--- src/hw/rtl/gopd_pkg.sv ---
// gopd_pkg: shared types, constants and helpers for the glyph outline point decoder
// used by gopd_front, gopd_queue, gopd_back and the top level, no dependencies

package gopd_pkg;

  localparam int RUN_W   = 18;
  localparam int FRAC_W  = 14;
  localparam int PROD_W  = 20;
  localparam int COORD_W = 22;

  localparam logic [RUN_W-1:0] RUN_MAX = 18'h1FFFF;
  localparam logic [RUN_W-1:0] RUN_MIN = 18'h20000;
  localparam logic [15:0] SCALE_ONE = 16'h4000;
  localparam logic [33:0] HALF_ROUND = 34'd8192;

  typedef enum logic [2:0] {
    REG_SCALE_XX      = 3'd0,
    REG_SCALE_YY      = 3'd1,
    REG_SCALE_XY      = 3'd2,
    REG_SCALE_YX      = 3'd3,
    REG_SHIFT_X       = 3'd4,
    REG_SHIFT_Y       = 3'd5,
    REG_OFFSET_SCALED = 3'd6
  } reg_idx_t;

  typedef struct packed {
    logic [15:0] scale_xx;
    logic [15:0] scale_yy;
    logic [15:0] scale_xy;
    logic [15:0] scale_yx;
    logic [15:0] shift_x;
    logic [15:0] shift_y;
    logic        offset_scaled;
  } cfg_t;

  typedef struct packed {
    logic [COORD_W-1:0] x;
    logic [COORD_W-1:0] y;
    logic               on;
    logic               contour_end;
  } point_t;

  // round-half-up f2dot14 product, floor((v * f + 2^13) / 2^14)
  function automatic logic [PROD_W-1:0] fmul_round(logic [RUN_W-1:0] v, logic [15:0] f);
    logic [33:0] p;
    logic [33:0] r;
    p = {{16{v[RUN_W-1]}}, v} * {{18{f[15]}}, f};
    r = p + HALF_ROUND;
    return r[33:FRAC_W];
  endfunction

  // saturate a 19-bit signed sum to 18 signed bits
  function automatic logic [RUN_W-1:0] sat_run(logic [RUN_W:0] s);
    logic [RUN_W-1:0] r;
    if (s[RUN_W] != s[RUN_W-1]) begin
      r = s[RUN_W] ? RUN_MIN : RUN_MAX;
    end else begin
      r = s[RUN_W-1:0];
    end
    return r;
  endfunction

  function automatic logic [COORD_W-1:0] ext_prod(logic [PROD_W-1:0] p);
    return {{(COORD_W-PROD_W){p[PROD_W-1]}}, p};
  endfunction

endpackage

--- src/hw/rtl/gopd_queue.sv ---
// gopd_queue: small point queue between front and back
// depends on gopd_pkg for the point type

module gopd_queue import gopd_pkg::*; #(
  parameter int DEPTH = 4
) (
  input  logic   clk,
  input  logic   rst,
  input  logic   push,
  input  point_t push_point,
  output logic   full,
  input  logic   pop,
  output point_t pop_point,
  output logic   empty
);

  localparam int PTR_W = (DEPTH > 1) ? $clog2(DEPTH) : 1;
  localparam int CNT_W = $clog2(DEPTH + 1);

  point_t           mem [DEPTH];
  logic [PTR_W-1:0] wr_ptr;
  logic [PTR_W-1:0] rd_ptr;
  logic [CNT_W-1:0] count;
  logic             do_pop;

  assign full      = count == CNT_W'(DEPTH);
  assign empty     = count == '0;
  assign do_pop    = pop && !empty;
  assign pop_point = mem[rd_ptr];

  always_ff @(posedge clk) begin
    if (rst) begin
      wr_ptr <= '0;
      rd_ptr <= '0;
      count  <= '0;
    end else begin
      if (push) begin
        wr_ptr <= (wr_ptr == PTR_W'(DEPTH - 1)) ? '0 : wr_ptr + PTR_W'(1);
      end
      if (do_pop) begin
        rd_ptr <= (rd_ptr == PTR_W'(DEPTH - 1)) ? '0 : rd_ptr + PTR_W'(1);
      end
      if (push && !do_pop) begin
        count <= count + CNT_W'(1);
      end else if (do_pop && !push) begin
        count <= count - CNT_W'(1);
      end
    end
  end

  always_ff @(posedge clk) begin
    if (push) begin
      mem[wr_ptr] <= push_point;
    end
  end

endmodule

--- config.mk ---
export PLATFORM = sky130hd
export DESIGN_NAME = gopd_queue
export DESIGN_NICKNAME = d
export VERILOG_FILES = /design/src/hw/rtl/gopd_pkg.sv /design/src/hw/rtl/gopd_queue.sv
export SDC_FILE = /design/constraint.sdc
export NUM_CORES = 1
export LEC_CHECK = 0
export ABC_AREA = 1
export BUFFER_PORTS_ARGS = -buffer_cell sky130_fd_sc_hd__buf_2
export CORE_ASPECT_RATIO = 0.6
export CORE_MARGIN = 2
export CORE_UTILIZATION = 57
export DETAILED_ROUTE_END_ITERATION = 8
export PLACE_DENSITY = 0.88
export SYNTH_ARGS = -nofsm -noshare
export SYNTH_HDL_FRONTEND = slang
export SYNTH_SLANG_ARGS = --single-unit
--- constraint.sdc ---
create_clock -name clk -period 2.82 [get_ports clk]
set_clock_uncertainty 0.2 [all_clocks]
set_input_delay 0.846 -clock clk [delete_from_list [all_inputs] [get_ports clk]]
set_output_delay 0.846 -clock clk [all_outputs]
set_load 0.03 [all_outputs]
==> reports/metrics.csv <==
stage;metric;value;unit
synth;Yosys warnings;0;
floorplanning;initial core utilization;0.594;
synth;post-synthesis sequential area ratio;0.781;
critical_path;WP data required;1.77;ns
run;MaxCap Viol Count;0;
sta;count of final hold-check violations;0;
placed_design;IO Port Bufs;97;
synth;Post-Syn Instances;510;
sta;# setup viols final;0;
floorplanning;Ports;98;
global_routing;total track usage;0.245;
floorplanning;Die Height;91.7;um
critical_path;Crit. End Element;output pin;
floorplanning;row cnt;31;
placed_design;post-place setup slack;0.122;ns
sta;fin crit share;0.998;
sta;Max Clk Rate;355;MHz
clocking;H-tree Lvls;4;
synth;top post-synthesis cells by area;edfxtp_1 76%, nor2_1 5.2%, o21ai_0 4.1%, o22ai_1 3.9%, dfxtp_1 2.5%;
synth;number of enable flip-flop cells after synthesis;184;
routing;final wirelength;16400;um
routing;via/cell ratio;5.86;
placed_design;placer's final routability congestion estimate;0.775;
routing;DR WL met3;1640;um
clocking;total CTS buffers;17;
synth;Post-Syn Area;7300;um2
power;power per standard cell area;996;nW/um2
synth;async set or reset register ratio after synthesis;0;
critical_path;startpoint type of the worst setup path;flip-flop;
global_routing;vias in the first global route;4639;
routing;initial DRC count;440;
critical_path;CP arrival;1.77;ns
synth;top-area cell type share of the netlist area;0.757;
synth;Synth Flop Type;edfxtp_1;
floorplanning;core area;12300;um2
clocking;Worst-Skew Late Latency;0.42;ns
floorplanning;die width;150;um
layout;layout cells sized above 1;0.253;
global_routing;first-pass GRT wire length;25000;um
clocking;clock root buffer;clkbuf_16;
synth;Synth top cells by count;184 x edfxtp_1, 102 x nor2_1, 60 x o21ai_0, 46 x o22ai_1, 34 x o21ai_1;
global_routing;grt ovf;0;
critical_path;CP Cell Sequence;inv_2 > buf_12 > o21ai_0 > o22ai_2 > buf_2;
power;leakage;3.18;nW
synth;most common cell in the netlist;edfxtp_1;
clocking;CTS max path bufs;2;
critical_path;max incr delay on CP;0.38;ns
critical_path;worst setup path endpoint;pop_point[32];
clocking;CTS tree;built;
layout;antenna cells;0;
routing;Avg WL per Cell;20.6;um
critical_path;Max FO, Critical Path;36;
sta;Final WS setup;0.00600;ns
layout;final core utilization;0.712;
critical_path;slowest stage cell, crit path;dfxtp_4;
global_routing;initial antenna violation count;3;
routing;detailed-route DRC error count;0;
critical_path;FF-to-FF End;count[1]$_SDFFE_PP0P_;
synth;cell taking the most area after synthesis;edfxtp_1;
sta;Worst Max-Slew Pin Slew;0.393;ns
sta;Final min period;2.81;ns
layout;area grow syn2layout;19.8;%
floorplanning;total die area;13800;um2
critical_path;reg2reg start;count[1]$_SDFFE_PP0P_;
power;Max rail drop VDD;0.788;mV
synth;Yosys reg bits;193;
routing;Pre-Repair DR Iteration Count;5;
layout;FILL cells;756;
clocking;Clock Pin Slew Worst Setup and Hold Paths;0.07;ns
routing;vias;4656;
synth;Syn Nets;567;
clocking;Clock Sinks;193;
critical_path;setup slack, reg-to-reg;0.76;ns
global_routing;largest net degree at the start of global routing;47;
placed_design;DPL Wire Length;9320;um
sta;max_slew headroom;0.738;
routing;WL met1;6910;um
sta;unrepaired setup endpoints after global routing;true;
sta;max-slew violations;0;
layout;Net count, final;673;
synth;Yosys cell types;22;
synth;post-synthesis area per instance;14.3;um2
status;status;complete, no violations;
routing;top sig layer;met5;
critical_path;Crit Path Class;flip-flop to output pin;
routing;ANT nets after route;0;
critical_path;r2r worst-path depth;8;
hold_path;HP Class;flip-flop to flip-flop;
routing;met2 WL;7650;um
-- worst max-delay path: cells and delay by family (launching register included) --
family,cells,cell delay [ns]
flops,1,0.38
compound gates,2,0.33
buf+inv,3,0.61
-- placed cells by master (no fill, tap or decap) --
| master | n |
|---|---|
| clkbuf_4 | 8 |
| bufbuf_16 | 1 |
| buf_16 | 3 |
| clkinv_1 | 3 |
| inv_1 | 10 |
| clkbuf_16 | 17 |
| xor2_1 | 1 |
| fa_1 | 1 |
| o21ai_0 | 60 |
| dfxtp_1 | 7 |
| nand4_1 | 1 |
| edfxtp_1 | 184 |
| dfxtp_4 | 2 |
| inv_8 | 1 |
| buf_12 | 4 |
| nand2_1 | 13 |
| buf_4 | 12 |
| a21oi_1 | 3 |
| inv_2 | 6 |
| nor2_1 | 102 |
| buf_2 | 88 |
| clkinv_4 | 4 |
| nor3_1 | 2 |
| clkinvlp_4 | 1 |
| nand3_1 | 1 |
| inv_6 | 4 |
| bufinv_16 | 3 |
| o22ai_1 | 41 |
| o21ai_1 | 34 |
| o22ai_2 | 5 |
| nand3b_1 | 1 |
| ha_1 | 6 |
-- registers in the layout, indices dropped and copies added, names as in the netlist, named ones only --
register / count
wr_ptr: 2
mem: 184
count: 3
rd_ptr: 2
-- logic make-up after synthesis --
| group | count (synthesis) | synth area share |
|---|---|---|
| AOI/OAI and AO/OA | 143 | 0.106 |
| and+or+nand+nor | 120 | 0.0630 |
| xor gates and xnor gates | 1 | 0.00120 |
| DFF | 193 | 0.781 |
| buffers and inverters | 46 | 0.0356 |
| adders and majority gates | 7 | 0.0130 |
-- power breakdown --
| part | internal [mW] | total, mW | switching [mW] |
|---|---|---|---|
| Clock | 1.41 | 2.45 | 1.04 |
| Sequential | 3.31 | 3.39 | 0.0866 |
| Combinational | 0.901 | 2.88 | 1.97 |
| Total | 5.61 | 8.72 | 3.10 |
-- through the flow --
step	power, mW	TNS, ns	instances	area, um2	hold WS (ns)
6_report	8.72	0	794	8750	0.325
5_1_grt	9.06	-0.260	794	8750	0.363
4_1_cts	8.69	0	794	8710	0.329
3_5_place_dp	6.05	0	759	7970	0.323
3_3_place_gp	5.96	0	759	7970	0.302
2_1_floorplan	5.28	0	510	7300	0.283
-- metal layers --
metal,up-vias,GRT usage
met5,-,0
met4,4,0.0912
met3,21,0.0587
met2,282,0.371
met1,2238,0.351
li1,2111,-
-- layout make-up --
| type | instances | area, um2 | area share |
|---|---|---|---|
| Timing Repair Buffer | 116 | 786 | 0.0898 |
| Inverter | 17 | 68.8 | 0.00787 |
| Sequential cell | 193 | 5710 | 0.653 |
| Multi-Input combinational cell | 271 | 1370 | 0.156 |
| Tap cell | 165 | 206 | 0.0236 |
| Clock buffer | 17 | 425 | 0.0486 |
| Clock inverter | 15 | 181 | 0.0207 |
-- worst min path at each step --
stage / startpoint / end / slack (ns) / cells past startpoint
2_1_floorplan: rd_ptr[1]$_SDFFE_PP0P_ / flip-flop / 0.28 / 2
3_3_place_gp: rd_ptr[1]$_SDFFE_PP0P_ / rd_ptr[1]$_SDFFE_PP0P_ / 0.30 / 2
3_5_place_dp: rd_ptr[1]$_SDFFE_PP0P_ / rd_ptr[1]$_SDFFE_PP0P_ / 0.32 / 2
4_1_cts: rd_ptr[1]$_SDFFE_PP0P_ / flip-flop / 0.33 / 2
5_1_grt: rd_ptr[1]$_SDFFE_PP0P_ / rd_ptr[1]$_SDFFE_PP0P_ / 0.36 / 2
6_report: rd_ptr[1]$_SDFFE_PP0P_ / flip-flop / 0.32 / 2
-- timing repair --
item                       in CTS  in global routing
setup endpoints to repair      46                 29
gates resized for setup         8                 18
hold buffers                    0                  0
buffers inserted                0                  0
pin swaps                       0                  1
gates cloned                    3                  0
(Power assumes the default switching activity.)
