==> config.mk <==
export PLATFORM = sky130hd
export DESIGN_NAME = gopd_back
export DESIGN_NICKNAME = d
export VERILOG_FILES = /design/src/hw/rtl/gopd_pkg.sv /design/src/hw/rtl/gopd_back.sv
export SDC_FILE = /design/constraint.sdc
export NUM_CORES = 1
export LEC_CHECK = 0
export ABC_AREA = 1
export BUFFER_PORTS_ARGS = -buffer_cell sky130_fd_sc_hd__buf_2
export CORE_UTILIZATION = 58
export DETAILED_ROUTE_END_ITERATION = 7
export GPL_ROUTABILITY_DRIVEN = 0
export MAX_ROUTING_LAYER = met4
export PLACE_DENSITY = 0.74
export REMOVE_ABC_BUFFERS = 1
export SYNTH_ARGS = -nofsm -noshare
export SYNTH_HDL_FRONTEND = slang
export SYNTH_SLANG_ARGS = --single-unit
==> constraint.sdc <==
create_clock -name clk -period 5.9 [get_ports clk]
set_input_delay 1.18 -clock clk [delete_from_list [all_inputs] [get_ports clk]]
set_output_delay 1.18 -clock clk [all_outputs]
set_load 0.1 [all_outputs]
==> src/hw/rtl/gopd_pkg.sv <==
// gopd_pkg: shared types, constants and helpers for the glyph outline point decoder
// used by gopd_front, gopd_queue, gopd_back and the top level, no dependencies

package gopd_pkg;

  localparam int RUN_W   = 18;
  localparam int FRAC_W  = 14;
  localparam int PROD_W  = 20;
  localparam int COORD_W = 22;

  localparam logic [RUN_W-1:0] RUN_MAX = 18'h1FFFF;
  localparam logic [RUN_W-1:0] RUN_MIN = 18'h20000;
  localparam logic [15:0] SCALE_ONE = 16'h4000;
  localparam logic [33:0] HALF_ROUND = 34'd8192;

  typedef enum logic [2:0] {
    REG_SCALE_XX      = 3'd0,
    REG_SCALE_YY      = 3'd1,
    REG_SCALE_XY      = 3'd2,
    REG_SCALE_YX      = 3'd3,
    REG_SHIFT_X       = 3'd4,
    REG_SHIFT_Y       = 3'd5,
    REG_OFFSET_SCALED = 3'd6
  } reg_idx_t;

  typedef struct packed {
    logic [15:0] scale_xx;
    logic [15:0] scale_yy;
    logic [15:0] scale_xy;
    logic [15:0] scale_yx;
    logic [15:0] shift_x;
    logic [15:0] shift_y;
    logic        offset_scaled;
  } cfg_t;

  typedef struct packed {
    logic [COORD_W-1:0] x;
    logic [COORD_W-1:0] y;
    logic               on;
    logic               contour_end;
  } point_t;

  // round-half-up f2dot14 product, floor((v * f + 2^13) / 2^14)
  function automatic logic [PROD_W-1:0] fmul_round(logic [RUN_W-1:0] v, logic [15:0] f);
    logic [33:0] p;
    logic [33:0] r;
    p = {{16{v[RUN_W-1]}}, v} * {{18{f[15]}}, f};
    r = p + HALF_ROUND;
    return r[33:FRAC_W];
  endfunction

  // saturate a 19-bit signed sum to 18 signed bits
  function automatic logic [RUN_W-1:0] sat_run(logic [RUN_W:0] s);
    logic [RUN_W-1:0] r;
    if (s[RUN_W] != s[RUN_W-1]) begin
      r = s[RUN_W] ? RUN_MIN : RUN_MAX;
    end else begin
      r = s[RUN_W-1:0];
    end
    return r;
  endfunction

  function automatic logic [COORD_W-1:0] ext_prod(logic [PROD_W-1:0] p);
    return {{(COORD_W-PROD_W){p[PROD_W-1]}}, p};
  endfunction

endpackage

==> src/hw/rtl/gopd_back.sv <==
// gopd_back: contour sequencer, emits stored, current and implied midpoints
// depends on gopd_pkg; drains gopd_queue and owns the output register

module gopd_back import gopd_pkg::*; (
  input  logic               clk,
  input  logic               rst,
  input  logic               q_empty,
  input  point_t             q_point,
  output logic               pop,
  output logic               out_valid,
  input  logic               out_ready,
  output logic [COORD_W-1:0] x_half,
  output logic [COORD_W-1:0] y_half,
  output logic               point_on,
  output logic               implied,
  output logic               contour_done,
  output logic               last
);

  point_t     prev_pt;
  point_t     first_pt;
  logic       mid_contour;

  point_t     w_cur;
  point_t     w_prev;
  point_t     w_first;
  logic [3:0] mask;
  logic [3:0] mask_rest;
  logic [3:0] mask_next;

  point_t     fsel;
  logic       emit;

  logic [COORD_W-1:0] sel_x;
  logic [COORD_W-1:0] sel_y;
  logic               sel_on;
  logic               sel_imp;
  logic               sel_done;

  assign emit      = (mask != '0) && (!out_valid || out_ready);
  assign mask_rest = mask & (mask - 4'd1);
  assign pop       = !q_empty && ((mask == '0) || (emit && mask_rest == '0));
  assign fsel      = mid_contour ? first_pt : q_point;

  // outputs: stored point, its midpoint, current point, wrap midpoint
  always_comb begin
    mask_next[0] = mid_contour;
    mask_next[1] = mid_contour && !prev_pt.on && !q_point.on;
    mask_next[2] = q_point.contour_end;
    mask_next[3] = q_point.contour_end && !q_point.on && !fsel.on;
  end

  always_comb begin
    sel_x    = w_cur.x + w_first.x;
    sel_y    = w_cur.y + w_first.y;
    sel_on   = 1'b1;
    sel_imp  = 1'b1;
    sel_done = 1'b1;
    priority if (mask[0]) begin
      sel_x    = {w_prev.x[COORD_W-2:0], 1'b0};
      sel_y    = {w_prev.y[COORD_W-2:0], 1'b0};
      sel_on   = w_prev.on;
      sel_imp  = 1'b0;
      sel_done = 1'b0;
    end else if (mask[1]) begin
      sel_x    = w_prev.x + w_cur.x;
      sel_y    = w_prev.y + w_cur.y;
      sel_done = 1'b0;
    end else if (mask[2]) begin
      sel_x    = {w_cur.x[COORD_W-2:0], 1'b0};
      sel_y    = {w_cur.y[COORD_W-2:0], 1'b0};
      sel_on   = w_cur.on;
      sel_imp  = 1'b0;
      sel_done = !mask[3];
    end else begin
      sel_on = 1'b1;
    end
  end

  always_ff @(posedge clk) begin
    if (rst) begin
      mid_contour <= 1'b0;
      mask        <= '0;
      out_valid   <= 1'b0;
    end else begin
      if (pop) begin
        mid_contour <= !q_point.contour_end;
        mask        <= mask_next;
      end else if (emit) begin
        mask <= mask_rest;
      end
      if (emit) begin
        out_valid <= 1'b1;
      end else if (out_ready) begin
        out_valid <= 1'b0;
      end
    end
  end

  always_ff @(posedge clk) begin
    if (pop) begin
      w_cur   <= q_point;
      w_prev  <= prev_pt;
      w_first <= fsel;
      prev_pt <= q_point;
      if (!mid_contour) begin
        first_pt <= q_point;
      end
    end
    if (emit) begin
      x_half       <= sel_x;
      y_half       <= sel_y;
      point_on     <= sel_on;
      implied      <= sel_imp;
      contour_done <= sel_done;
      last         <= mask_rest == '0;
    end
  end

endmodule

==> impl_metrics.env <==
export IMPL_end_kind="output pin"
export IMPL_post_synth_cell_area_avg_um2=7.41
export IMPL_die_y_um=153
export IMPL_ys_ff_latch=189
export IMPL_fp_dieW_um=153
export IMPL_tns_ps=0
export IMPL_area_growth_pct=10.6
export IMPL_status="finished, final reports clean"
export IMPL_grt_start_max_net_pins=68
export IMPL_hpwl_um=25900
export IMPL_hold_buffers=0
export IMPL_drv_slew=0
export IMPL_power_mw=5.17
export IMPL_io_pins=100
export IMPL_io_buffers=99
export IMPL_synth_edff_count=183
export IMPL_grt_pass1_wl_um=55700
export IMPL_cts_tree="yes"
export IMPL_ys_types=47
export IMPL_cts_buffer_depth=2
export IMPL_yosys_area_share_adder=0.0850
export IMPL_start_kind="flip-flop"
export IMPL_dp_slack_ps=2050
export IMPL_post_route_util=0.652
export IMPL_slew_headroom=0.213
export IMPL_overflow=0
export IMPL_regArea_mm2=0.00562
export IMPL_setup_viol=0
export IMPL_fill_cells=2039
export IMPL_final_hold_viol_count=0
export IMPL_worst_pin_slew_ps=1180
export IMPL_cts_setup_buffers=0
export IMPL_detail_route_antenna_nets=0
export IMPL_antennaDiodeCount=0
export IMPL_path_clk_slew_ps=70
export IMPL_yosys_area_share_simple=0.320
export IMPL_ir_drop_v=0.000287
export IMPL_crit_fanout=29
export IMPL_root_buffer="clkbuf_16"
export IMPL_p_leak_nw=7.36
export IMPL_post_route_period_util=0.729
export IMPL_ys_seq_area_frac=0.422
export IMPL_layout_commonest_cell="nand2_1"
export IMPL_yosysWarnings=0
export IMPL_core_area_mm2=0.0226
export IMPL_cp_arrival_ps=3120
export IMPL_wirelength_um=35500
export IMPL_routed_via_density=5.48
export IMPL_crit_required_ps=4720
export IMPL_fin_ws_ps=1600
export IMPL_synthTopCellsByArea="edfxtp_1 41%, nand2_1 16%, inv_1 9.0%, ha_1 7.9%, nand3_1 5.6%"
export IMPL_period_minus_slack_ps=4300
export IMPL_layout_common_cells="581 x nand2_1, 320 x inv_1, 183 x edfxtp_1, 162 x nor2_1, 150 x nand3_1"
export IMPL_synth_top_family_by_area="simple AND/OR/NAND/NOR gates"
export IMPL_reg2reg_depth=11
export IMPL_async_flop_share=0
export IMPL_synth_top_area_share=0.413
export IMPL_cts_resized=0
export IMPL_clkLatencyLatePin_ps=450
export IMPL_start_util=0.590
export IMPL_htree_levels=4
export IMPL_crit_type="reg -> out"
export IMPL_max_freq_ghz=0.233
export IMPL_cts_sinks=189
export IMPL_grtUsageTotal=0.315
export IMPL_cts_buffers=17
export IMPL_synth_largest_area_cell="edfxtp_1"
export IMPL_rsz0062_at_grt="false"
export IMPL_rows=55
export IMPL_pwr_density_cell_mw_per_mm2=351
export IMPL_nNetsFinal=2033
export IMPL_antenna_found_initial=0
export IMPL_drc=0
export IMPL_clock_skew_final_ps=15.2
export IMPL_synthMuxAreaShare=0
export IMPL_syn_inst=1797
export IMPL_first_global_vias=10600
export IMPL_hp_class="reg -> reg"
export IMPL_synth_xor_area_frac=0.00461
export IMPL_synth_cell_area_mm2=0.0133
export IMPL_dr_first_iter_drc_count=1340
export IMPL_vias=12000
export IMPL_whs_path_depth=2
export IMPL_first_pass_iters=6
export IMPL_drv_cap=0
export IMPL_synth_compound_area_frac=0.0666
export IMPL_multi_input_area_mm2=0.00636
export IMPL_wire_per_inst_um=16.2
export IMPL_die_area_mm2=0.0236
export IMPL_drive_gt1_frac=0.0985
export IMPL_ys_flop_type="edfxtp_1"
==> routing by layer <==
layer / GRT usage / vias up / wire, um / part of all wire
li1: - / 5961 / - / -
met2: 0.446 / 605 / 14900 / 0.42
met4: 0.102 / 0 / 753 / 0.021
met3: 0.0536 / 62 / 3670 / 0.10
met5: - / - / 0 / 0
met1: 0.457 / 5382 / 16200 / 0.46
==> flip-flops by register name (all words and copies together), names as in the netlist, 4 cells and up <==
| name | count |
|---|---|
| mask | 4 |
| w_cur | 45 |
| w_first | 44 |
| w_prev | 45 |
| x_half | 22 |
| y_half | 22 |
==> path summary, 6_finish.rpt <==
path / endpoint / from / slack, ps
max reg2reg: w_cur[26]$_DFFE_PN_ / mask[1]$_SDFFE_PP0P_ / 2510
min reg2reg: mask[2]$_SDFFE_PP0P_ / mask[2]$_SDFFE_PP0P_ / 530
max: pop / mask[1]$_SDFFE_PP0P_ / 1600
min: mask[2]$_SDFFE_PP0P_ / mask[2]$_SDFFE_PP0P_ / 530
==> cells by family (layout without fill, tap and decap cells) <==
group,after synthesis,after routing
fa+ha+maj,88,88
buf+inv,353,464
compound gates,161,161
flops,189,189
xor+xnor,7,7
simple gates,999,999
==> power breakdown <==
part           leakage (nW)  switching (mW)  internal (mW)
combinational          5.26            1.61          0.512
clock                 0.283           0.574          0.640
sequential             1.82           0.109           1.73
==> area by class of cell <==
| class | instances | area share |
|---|---|---|
| well taps | 285 | 0.0242 |
| inverters | 326 | 0.0839 |
| multi-input cells | 1255 | 0.432 |
| flip-flops and latches | 189 | 0.382 |
| clock buffers | 17 | 0.0289 |
| repair buffers | 106 | 0.0372 |
| clock inverters | 15 | 0.0125 |
==> cells in the mapped netlist, types with 6 or more instances <==
| master | number |
|---|---|
| a21oi_1 | 95 |
| buf_1 | 6 |
| buf_2 | 7 |
| clkbuf_1 | 12 |
| dfxtp_1 | 6 |
| edfxtp_1 | 183 |
| ha_1 | 84 |
| inv_1 | 320 |
| nand2_1 | 581 |
| nand3_1 | 150 |
| nand3b_1 | 27 |
| nand4_1 | 17 |
| nor2_1 | 164 |
| nor3_1 | 9 |
| o21ai_0 | 35 |
| o21ai_1 | 7 |
| o21bai_1 | 8 |
| or2_2 | 27 |
==> worst max-delay path, cell delays in order, from the launching register on <==
cell and delay, ps:
dfxtp_2 690, buf_4 440, inv_8 100, nand2_8 170
nor2_8 60, inv_2 170, nor2_1 100, inv_1 100
nand2_2 70, nand2_4 120, clkinv_4 240, buf_2 390
==> through the flow <==
stage / instance area, um^2 / hold WS, ps / instances
after floorplan: 13200 / 452 / 1770
after global placement: 14100 / 502 / 2161
after detailed placement: 14100 / 503 / 2161
after CTS: 14700 / 514 / 2193
after global routing: 14700 / 534 / 2193
final: 14700 / 525 / 2193
(Power assumes the default switching activity.)
